$ cat src/design/bums_pkg.sv
// ----------------------------------------------------------------------------
// bums_pkg
// shared types and constants of the merge sorter: request and result payloads,
// cell control bundle and default sizes
// ----------------------------------------------------------------------------
package bums_pkg;

    localparam int CAPACITY   = 64;
    localparam int DATA_WIDTH = 32;

    typedef struct packed {
        logic signed [31:0] value;
        logic               last;
    } t_req;

    typedef struct packed {
        logic signed [31:0] sorted_value;
        logic               final_res;
        logic               overflow;
    } t_res;

    typedef struct packed {
        logic load;
        logic shift;
    } t_cell_ctl;

endpackage

$ cat src/design/bums_cell.sv
// ----------------------------------------------------------------------------
// bums_cell
// one slot of the sorting chain: holds one value, makes room for a smaller
// incoming key by taking its left neighbor, and shifts left during drain
// ----------------------------------------------------------------------------
module bums_cell #(
    parameter int DATA_WIDTH = bums_pkg::DATA_WIDTH
) (
    input  logic                         i_clk,
    input  logic                         i_rst_n,
    input  bums_pkg::t_cell_ctl          i_ctl,
    input  logic signed [DATA_WIDTH-1:0] i_key,
    input  logic                         i_left_lt,
    input  logic signed [DATA_WIDTH-1:0] i_left_value,
    input  logic                         i_left_valid,
    input  logic signed [DATA_WIDTH-1:0] i_right_value,
    input  logic                         i_right_valid,
    output logic signed [DATA_WIDTH-1:0] o_value,
    output logic                         o_valid,
    output logic                         o_lt
);

    logic signed [DATA_WIDTH-1:0] r_value;
    logic                         r_valid;
    logic signed [DATA_WIDTH-1:0] n_value;
    logic                         n_valid;

    assign o_lt = !r_valid || (i_key < r_value);

    always_comb begin
        n_value = r_value;
        n_valid = r_valid;
        if (i_ctl.shift) begin
            n_value = i_right_value;
            n_valid = i_right_valid;
        end else if (i_ctl.load && o_lt) begin
            if (i_left_lt) begin
                n_value = i_left_value;
                n_valid = i_left_valid;
            end else begin
                n_value = i_key;
                n_valid = 1'b1;
            end
        end
    end

    always_ff @(posedge i_clk) begin
        if (!i_rst_n) begin
            r_valid <= 1'b0;
        end else begin
            r_valid <= n_valid;
        end
    end

    always_ff @(posedge i_clk) begin
        r_value <= n_value;
    end

    assign o_value = r_value;
    assign o_valid = r_valid;

endmodule

$ cat config.mk
export PLATFORM = sky130hd
export DESIGN_NAME = bums_cell
export DESIGN_NICKNAME = d
export VERILOG_FILES = /design/src/design/bums_pkg.sv /design/src/design/bums_cell.sv
export SDC_FILE = /design/constraint.sdc
export NUM_CORES = 1
export LEC_CHECK = 0
export CAP_MARGIN = 5
export CORE_MARGIN = 1.5
export CORE_UTILIZATION = 67
export DETAILED_ROUTE_END_ITERATION = 7
export DONT_BUFFER_PORTS = 1
export PLACE_DENSITY = 0.93
export RECOVER_POWER = 25
export SETUP_SLACK_MARGIN = 0.02
export SYNTH_ARGS = -nofsm -noshare
export SYNTH_HDL_FRONTEND = slang
export SYNTH_SLANG_ARGS = --single-unit
$ cat constraint.sdc
create_clock -name i_clk -period 14.25 [get_ports i_clk]
set_clock_uncertainty 0.15 [all_clocks]
set_input_delay 0.7125 -clock i_clk [delete_from_list [all_inputs] [get_ports i_clk]]
set_output_delay 0.7125 -clock i_clk [all_outputs]
set_load 0.01 [all_outputs]
==> summary.txt, run 1 <==
Timing
  • Fmax: 298 MHz
  • Min Tclk post-route: 3.36 ns
  • WHS: 0.493 ns
  • Worst-Margin Slew: approximately 0.73 ns
  • Setup TNS: 0 ns
  • RSZ-0062 raised after global routing: no
  • Number of hold violations in the final report: 0
  • Tcrit/Tclk final: 0.236
  • Rel. slew slack: 0.513
  • Final setup violation count: 0
  • Slew Limit Fails: 0

Clock network
  • Clk sinks: 33
  • Clk_lat worst skew: 0.26 ns
  • Hold-fix buffers, CTS: 0
  • H-tree levels: 2
  • CTS clk-pin slew, worst paths: approximately 0.060 ns
  • Clock root cell: clkbuf_8
  • Post-CTS setup buffer count: 0
  • Post_cts resized: 0
  • Largest buffer count on any clock path: 2
  • CTS buffer count: 5
  • CTS tree: done

Pwr
  • VDD IR-drop max: 70.7 uV
  • Leak: 1.23 nW
  • Cell area power density: between 90 and 100 nW/um2

Setup path
  • Worst EP required: 14.05 ns
  • WS Path Type: reg -> reg
  • Worst setup SP type: flip-flop
  • Crit path largest cell delay: ~0.69 ns
  • Critical path buffers and inverters: 2
  • Reg-to-Reg Start: o_value[31]
  • CP max-delay cell: a311oi_4
  • Worst reg-to-reg setup slack: ~11 ns
  • Crit path max-delay family: compound AO/OA/AOI/OAI gates
  • Crit end category: flip-flop
  • Crit path DAT: 3.16 ns
  • CP max FO: 20
  • Capturing point of the worst reg2reg path: o_value[11]
  • Crit path cell chain: inv_1, ha_1, nand4_4, nor3_1, a22oi_1, o211ai_2, o22ai_1, a311oi_4, buf_4
  • R2R depth: 9

Synthesis
  • Sequential area share after synthesis: 0.382
  • Synth Warn #: 0
  • Syn Std Cell Area: 2570 um2
  • Top-area cell type share of the netlist area: 0.374
  • Syn Nets: between 400 and 500
  • Ranking of synthesized cells by area: edfxtp_1, ha_1, mux2i_1
  • Yosys cell types: 38
  • #FFs+latches synth: 33
  • Syn Area/Cell: 9.56 um2
  • Synth area leader: edfxtp_1
  • Synth Instances: 269

Job
  • Max-cap viol count: 0

Finish
  • Layout cells sized above 1: 0.0528
  • Fin area: 2690 um2
  • Total Nets Final: 400
  • Area grow syn2layout: 4.43%
  • Final core occ: 0.733
  • Non-filler cells, final: 313
  • Antenna cell count: 0

Route
  • DRT iter0 DRCs: 67
  • Final antenna-violating net count: 0
  • Wire per inst: 16.8 um
  • Routed vias/inst: just over 6
  • Vias: 1901
  • DR pass1 iterations: 4
  • Residual DRC: 0
  • Drt total wl: about 5.3 mm

Floorplan
  • Initial Utilization: 0.702
  • Die Y: 65.0 um
  • Core area: 3660 um2
  • Die ar.: 4220 um2
  • Placement Rows: 22
  • Die W: roughly 65 um
  • I/O pin cnt: 137

Global route
  • Total track usage: 0.240
  • GR Overflow Total: 0
  • Antenna violations before repair: 0
  • Global-route wire length before repair: 7.71 mm
  • Number of global-route vias before repair: ~1800
  • Largest net degree at the start of global routing: 68

Placement
  • Placed cells: 307
  • # port buffers: 0
  • Detailed Place HPWL: between 4 and 5 mm
  • Placed cell area: 2610 um2
  • GPL Wtd Cong: 0.768

Min path
  • Min-Delay Path Class: in -> reg
  • WHS Endpoint: o_value[26]
  • Hold path start: i_right_value[26]
  • Hold Path Depth: 2

Run status
  • Status: complete, no violations
-- layout by cell type, fill, tap and decap left out, drive strengths merged, types with 2 or more instances in the layout --
cell type	n
nor2b	2
nor3	2
o211ai	2
o21ai	35
inv	32
ha	31
nor2	4
and2	2
a21oi	11
nand4	5
clkbuf	5
o21a	3
edfxtp	32
mux2i	33
o22ai	2
nand2b	2
a22oi	2
nand2	43
-- synthesized netlist by cell type, drive strengths merged --
cell / count
nand2: 43
o21ai: 35
mux2i: 33
edfxtp: 32
inv: 32
ha: 31
a21oi: 11
clkbuf: 8
nand4: 5
nor2: 4
buf: 3
o21a: 3
a22oi: 2
and2: 2
nand2b: 2
nor2b: 2
nor3: 2
o211ai: 2
o22ai: 2
a2111oi: 1
a211oi: 1
a21boi: 1
a21o: 1
a221oi: 1
a311oi: 1
a31oi: 1
and2b: 1
and3: 1
dfxtp: 1
nand3: 1
nand3b: 1
nor4: 1
o21bai: 1
o31ai: 1
-- stage by stage --
| step | power, mW | setup WS [ns] |
|---|---|---|
| 6_report | 0.262 | 10.89 |
| 2_1_floorplan | 0.191 | 9.23 |
| 3_5_place_dp | 0.204 | 10.64 |
| 4_1_cts | 0.264 | 10.88 |
| 5_1_grt | 0.278 | 10.63 |
| 3_3_place_gp | 0.199 | 10.72 |
-- report_power, final --
part	internal (mW)	switching, mW	leakage [nW]
clock	0.0320	0.0285	0.0399
combinational	0.0282	0.0353	0.850
sequential	0.124	0.0148	0.337
-- layer usage --
| layer | wire length, um | vias to the layer above | global-route usage |
|---|---|---|---|
| li1 | - | 954 | - |
| met1 | 2140 | 860 | 0.286 |
| met2 | 2660 | 85 | 0.436 |
| met3 | 424 | 2 | 0.0573 |
| met4 | 25 | 0 | 0.0532 |
| met5 | 0 | - | 0 |
-- cells by family (layout without fill, tap and decap cells) --
group | Yosys count | in the layout | share of synthesized area
multiplexers | 33 | 33 | 0.128
AND/OR/NAND/NOR | 65 | 65 | 0.127
AO/OA/AOI/OAI | 64 | 64 | 0.148
flip-flops | 33 | 33 | 0.382
adder cells (fa/ha/maj) | 31 | 31 | 0.151
buffers and inverters | 43 | 39 | 0.0642
-- cell type report --
class                           count  area (um2)
Timing Repair Buffer                1        7.51
Clock buffer                        5        68.8
Inverter                           32         120
Tap cell                           48        60.1
Fill cell                         272         976
Multi-Input combinational cell    193        1440
Clock inverter                      1        5.00
Sequential cell                    33         981
-- registers in the layout, summed over array words and instances (netlist names) --
name     count
o_value     32
o_valid      1
-- worst max-delay path by stage --
stage | cells after the start | slack, ns | startpoint | endpoint
detailed placement | 8 | 10.64 | i_key[7] | o_value[5]
CTS | 9 | 10.88 | o_value[31] | o_value[10]
finish | 9 | 10.89 | o_value[31] | o_value[11]
floorplan | 7 | 9.23 | i_key[7] | o_value[0]
global route | 9 | 10.63 | o_value[31] | o_value[0]
global placement | 8 | 10.72 | i_key[7] | o_value[16]
(Power assumes the default switching activity.)
==> run 2: changes to the inputs <==
--- a/config.mk
+++ b/config.mk
@@ -7,10 +7,10 @@
 export LEC_CHECK = 0
 export CAP_MARGIN = 5
 export CORE_MARGIN = 1.5
-export CORE_UTILIZATION = 67
+export CORE_UTILIZATION = 58
 export DETAILED_ROUTE_END_ITERATION = 7
 export DONT_BUFFER_PORTS = 1
-export PLACE_DENSITY = 0.93
+export PLACE_DENSITY = 0.86
 export RECOVER_POWER = 25
 export SETUP_SLACK_MARGIN = 0.02
 export SYNTH_ARGS = -nofsm -noshare
==> constraint.sdc (replaced) <==
create_clock -name i_clk -period 3.05 [get_ports i_clk]
set_clock_uncertainty 0.15 [all_clocks]
set_input_delay 0.1525 -clock i_clk [delete_from_list [all_inputs] [get_ports i_clk]]
set_output_delay 0.1525 -clock i_clk [all_outputs]
set_load 0.01 [all_outputs]
==> summary.txt, run 2 (synthesis results as in run 1) <==
Timing
  • Slew Limit Fails: 0 (unchanged)
  • Min Tclk post-route: around 2.7 ns
  • Final setup violation count: 0 (unchanged)
  • Rel. slew slack: 0.738 (was 0.513)
  • Tcrit/Tclk final: 0.878
  • Fmax: 373 MHz
  • RSZ-0062 raised after global routing: no (unchanged)
  • Number of hold violations in the final report: 0 (unchanged)
  • Setup TNS: 0 ns (unchanged)
  • Worst-Margin Slew: 0.392 ns (was 0.731 ns)

Clock network
  • H-tree levels: 2 (unchanged)
  • CTS clk-pin slew, worst paths: 0.07 ns (was 0.06 ns)
  • Post-CTS setup buffer count: 0 (unchanged)
  • CTS tree: done (unchanged)
  • Hold-fix buffers, CTS: 44 (was 0)
  • CTS buffer count: 5 (unchanged)
  • Clock root cell: clkbuf_8 (unchanged)
  • Clk sinks: 33 (unchanged)
  • Post_cts resized: 0 (unchanged)
  • Clk_lat worst skew: 0.28 ns (was 0.26 ns)
  • Largest buffer count on any clock path: 2 (unchanged)

Global route
  • Largest net degree at the start of global routing: 58 (was 68)
  • Global-route wire length before repair: 10.6 mm (was 7.71 mm)
  • Total track usage: 0.278 (was 0.240)
  • GR Overflow Total: 0 (unchanged)
  • Antenna violations before repair: 0 (unchanged)
  • Number of global-route vias before repair: 2302 (was 1794)

Setup path
  • CP max-delay cell: edfxtp_1 (was a311oi_4)
  • Crit end category: output pin (was flip-flop)
  • Crit path cell chain: inv_1, ha_1, nand4_1, nor4_4, and2_1, a22oi_2, nor2b_4, mux2i_1 (was inv_1, ha_1, nand4_4, nor3_1, a22oi_1, o211ai_2, o22ai_1, a311oi_4, buf_4)
  • Worst setup SP type: flip-flop (unchanged)
  • Crit path DAT: 2.38 ns (was 3.16 ns)
  • Crit path largest cell delay: 0.41 ns (was 0.69 ns)
  • Worst EP required: 2.75 ns (was 14.05 ns)
  • CP max FO: 3 (was 20)
  • WS Path Type: reg -> out (was reg -> reg)

Job
  • Max-cap viol count: 0 (unchanged)

Placement
  • GPL Wtd Cong: 0.766 (was 0.768)
  • # port buffers: 0 (unchanged)
  • Detailed Place HPWL: 4.29 mm (was 4.21 mm)
  • Placed cell area: 2700 um2 (was 2610 um2)

Floorplan
  • I/O pin cnt: 137 (unchanged)
  • Core area: 4320 um2 (was 3660 um2)
  • Initial Utilization: 0.595 (was 0.702)
  • Die Y: 69.6 um (was 65.0 um)
  • Die W: 69.6 um (was 65.0 um)
  • Placement Rows: 24 (was 22)
  • Die ar.: 4840 um2 (was 4220 um2)

Min path
  • Min-Delay Path Class: in -> reg (unchanged)

Pwr
  • P_int: 0.953 mW (was 0.184 mW)
  • Sw Ratio: 0.307 (was 0.299)
  • Cell area power density: 425 nW/um2 (was 97.7 nW/um2)
  • VDD IR-drop max: 285 uV (was 70.7 uV)
  • Clock power frac: 0.248 (was 0.231)
  • Logic pwr share: 0.281 (was 0.242)
  • Switching power: 0.423 mW (was 0.0786 mW)
  • Flop pwr share: 0.471 (was 0.527)
  • Leak: 1.43 nW (was 1.23 nW)

Finish
  • Fin area: 3240 um2 (was 2690 um2)
  • Commonest cells after routing, fill and taps aside: nand2_1, dlygate4sd3_1, o21ai_0 (was nand2_1, o21ai_0, mux2i_1)
  • Max reg flops: 32 (unchanged)
  • Total Nets Final: 445 (was 400)
  • Final core occ: 0.749 (was 0.733)
  • Antenna cell count: 0 (unchanged)
  • Area grow syn2layout: 25.9% (was 4.43%)
  • Layout cells sized above 1: 0.0801 (was 0.0528)

Route
  • Final antenna-violating net count: 0 (unchanged)
  • Vias: 2196 (was 1901)
  • Routed vias/inst: 6.03 (was 6.07)
  • Drt total wl: 6.71 mm (was 5.25 mm)
  • DRT iter0 DRCs: 147 (was 67)
  • DR pass1 iterations: 4 (unchanged)
  • Wire per inst: 18.4 um (was 16.8 um)
  • Residual DRC: 0 (unchanged)

Run status
  • Status: complete, no violations (unchanged)
## run 2: metrics by stage
stage	power (mW)	setup WS, ns	hold slack (ns)	instances
CTS	1.37	0.338	0.00102	364
floorplan	0.915	0.0187	0.190	269
global route	1.45	0.226	0.0118	364
finish	1.38	0.372	0.0000389	364
global placement	0.957	0.422	0.196	312
detailed placement	0.975	0.396	0.202	312
## run 2: routing by layer
layer,vias up,share of wire,GRT usage
met5,-,0,0
met4,0,0.028,0.113
met3,21,0.070,0.0756
met2,103,0.52,0.510
met1,1027,0.38,0.301
li1,1045,-,-
## run 2: layout make-up
type / count / area [um2]
Fill cell: 315 / 1090
Inverter: 32 / 120
Clock buffer: 8 / 90.1
Sequential cell: 33 / 981
Timing Repair Buffer: 46 / 478
Multi-Input combinational cell: 193 / 1500
Tap cell: 52 / 65.1
## run 2: worst paths after layout
kind                            slack [ns]         from  cells past startpoint          end
worst min register to register        0.62      o_valid                      3      o_valid
worst max-delay path                  0.37  o_value[27]                      8         o_lt
worst max register to register        0.39   o_value[6]                      9  o_value[23]
worst min-delay path               0.00004     i_key[5]                      2   o_value[5]
## run 2: critical path, delay by kind of cell, from the launching register on
family          cells  cell delay (ns)
compound gates      1             0.09
fa+ha+maj           1             0.32
buf+inv             1             0.06
flops               1             0.41
mux                 1             0.31
simple gates        4             0.91
## run 2: power groups by stage
| stage | Combinational (mW) | Sequential, mW | Clock [mW] |
|---|---|---|---|
| global placement | 0.303 | 0.654 | 0 |
| CTS | 0.380 | 0.647 | 0.343 |
| detailed placement | 0.318 | 0.657 | 0 |
| finish | 0.387 | 0.648 | 0.341 |
| global route | 0.436 | 0.654 | 0.363 |
| floorplan | 0.272 | 0.643 | 0 |
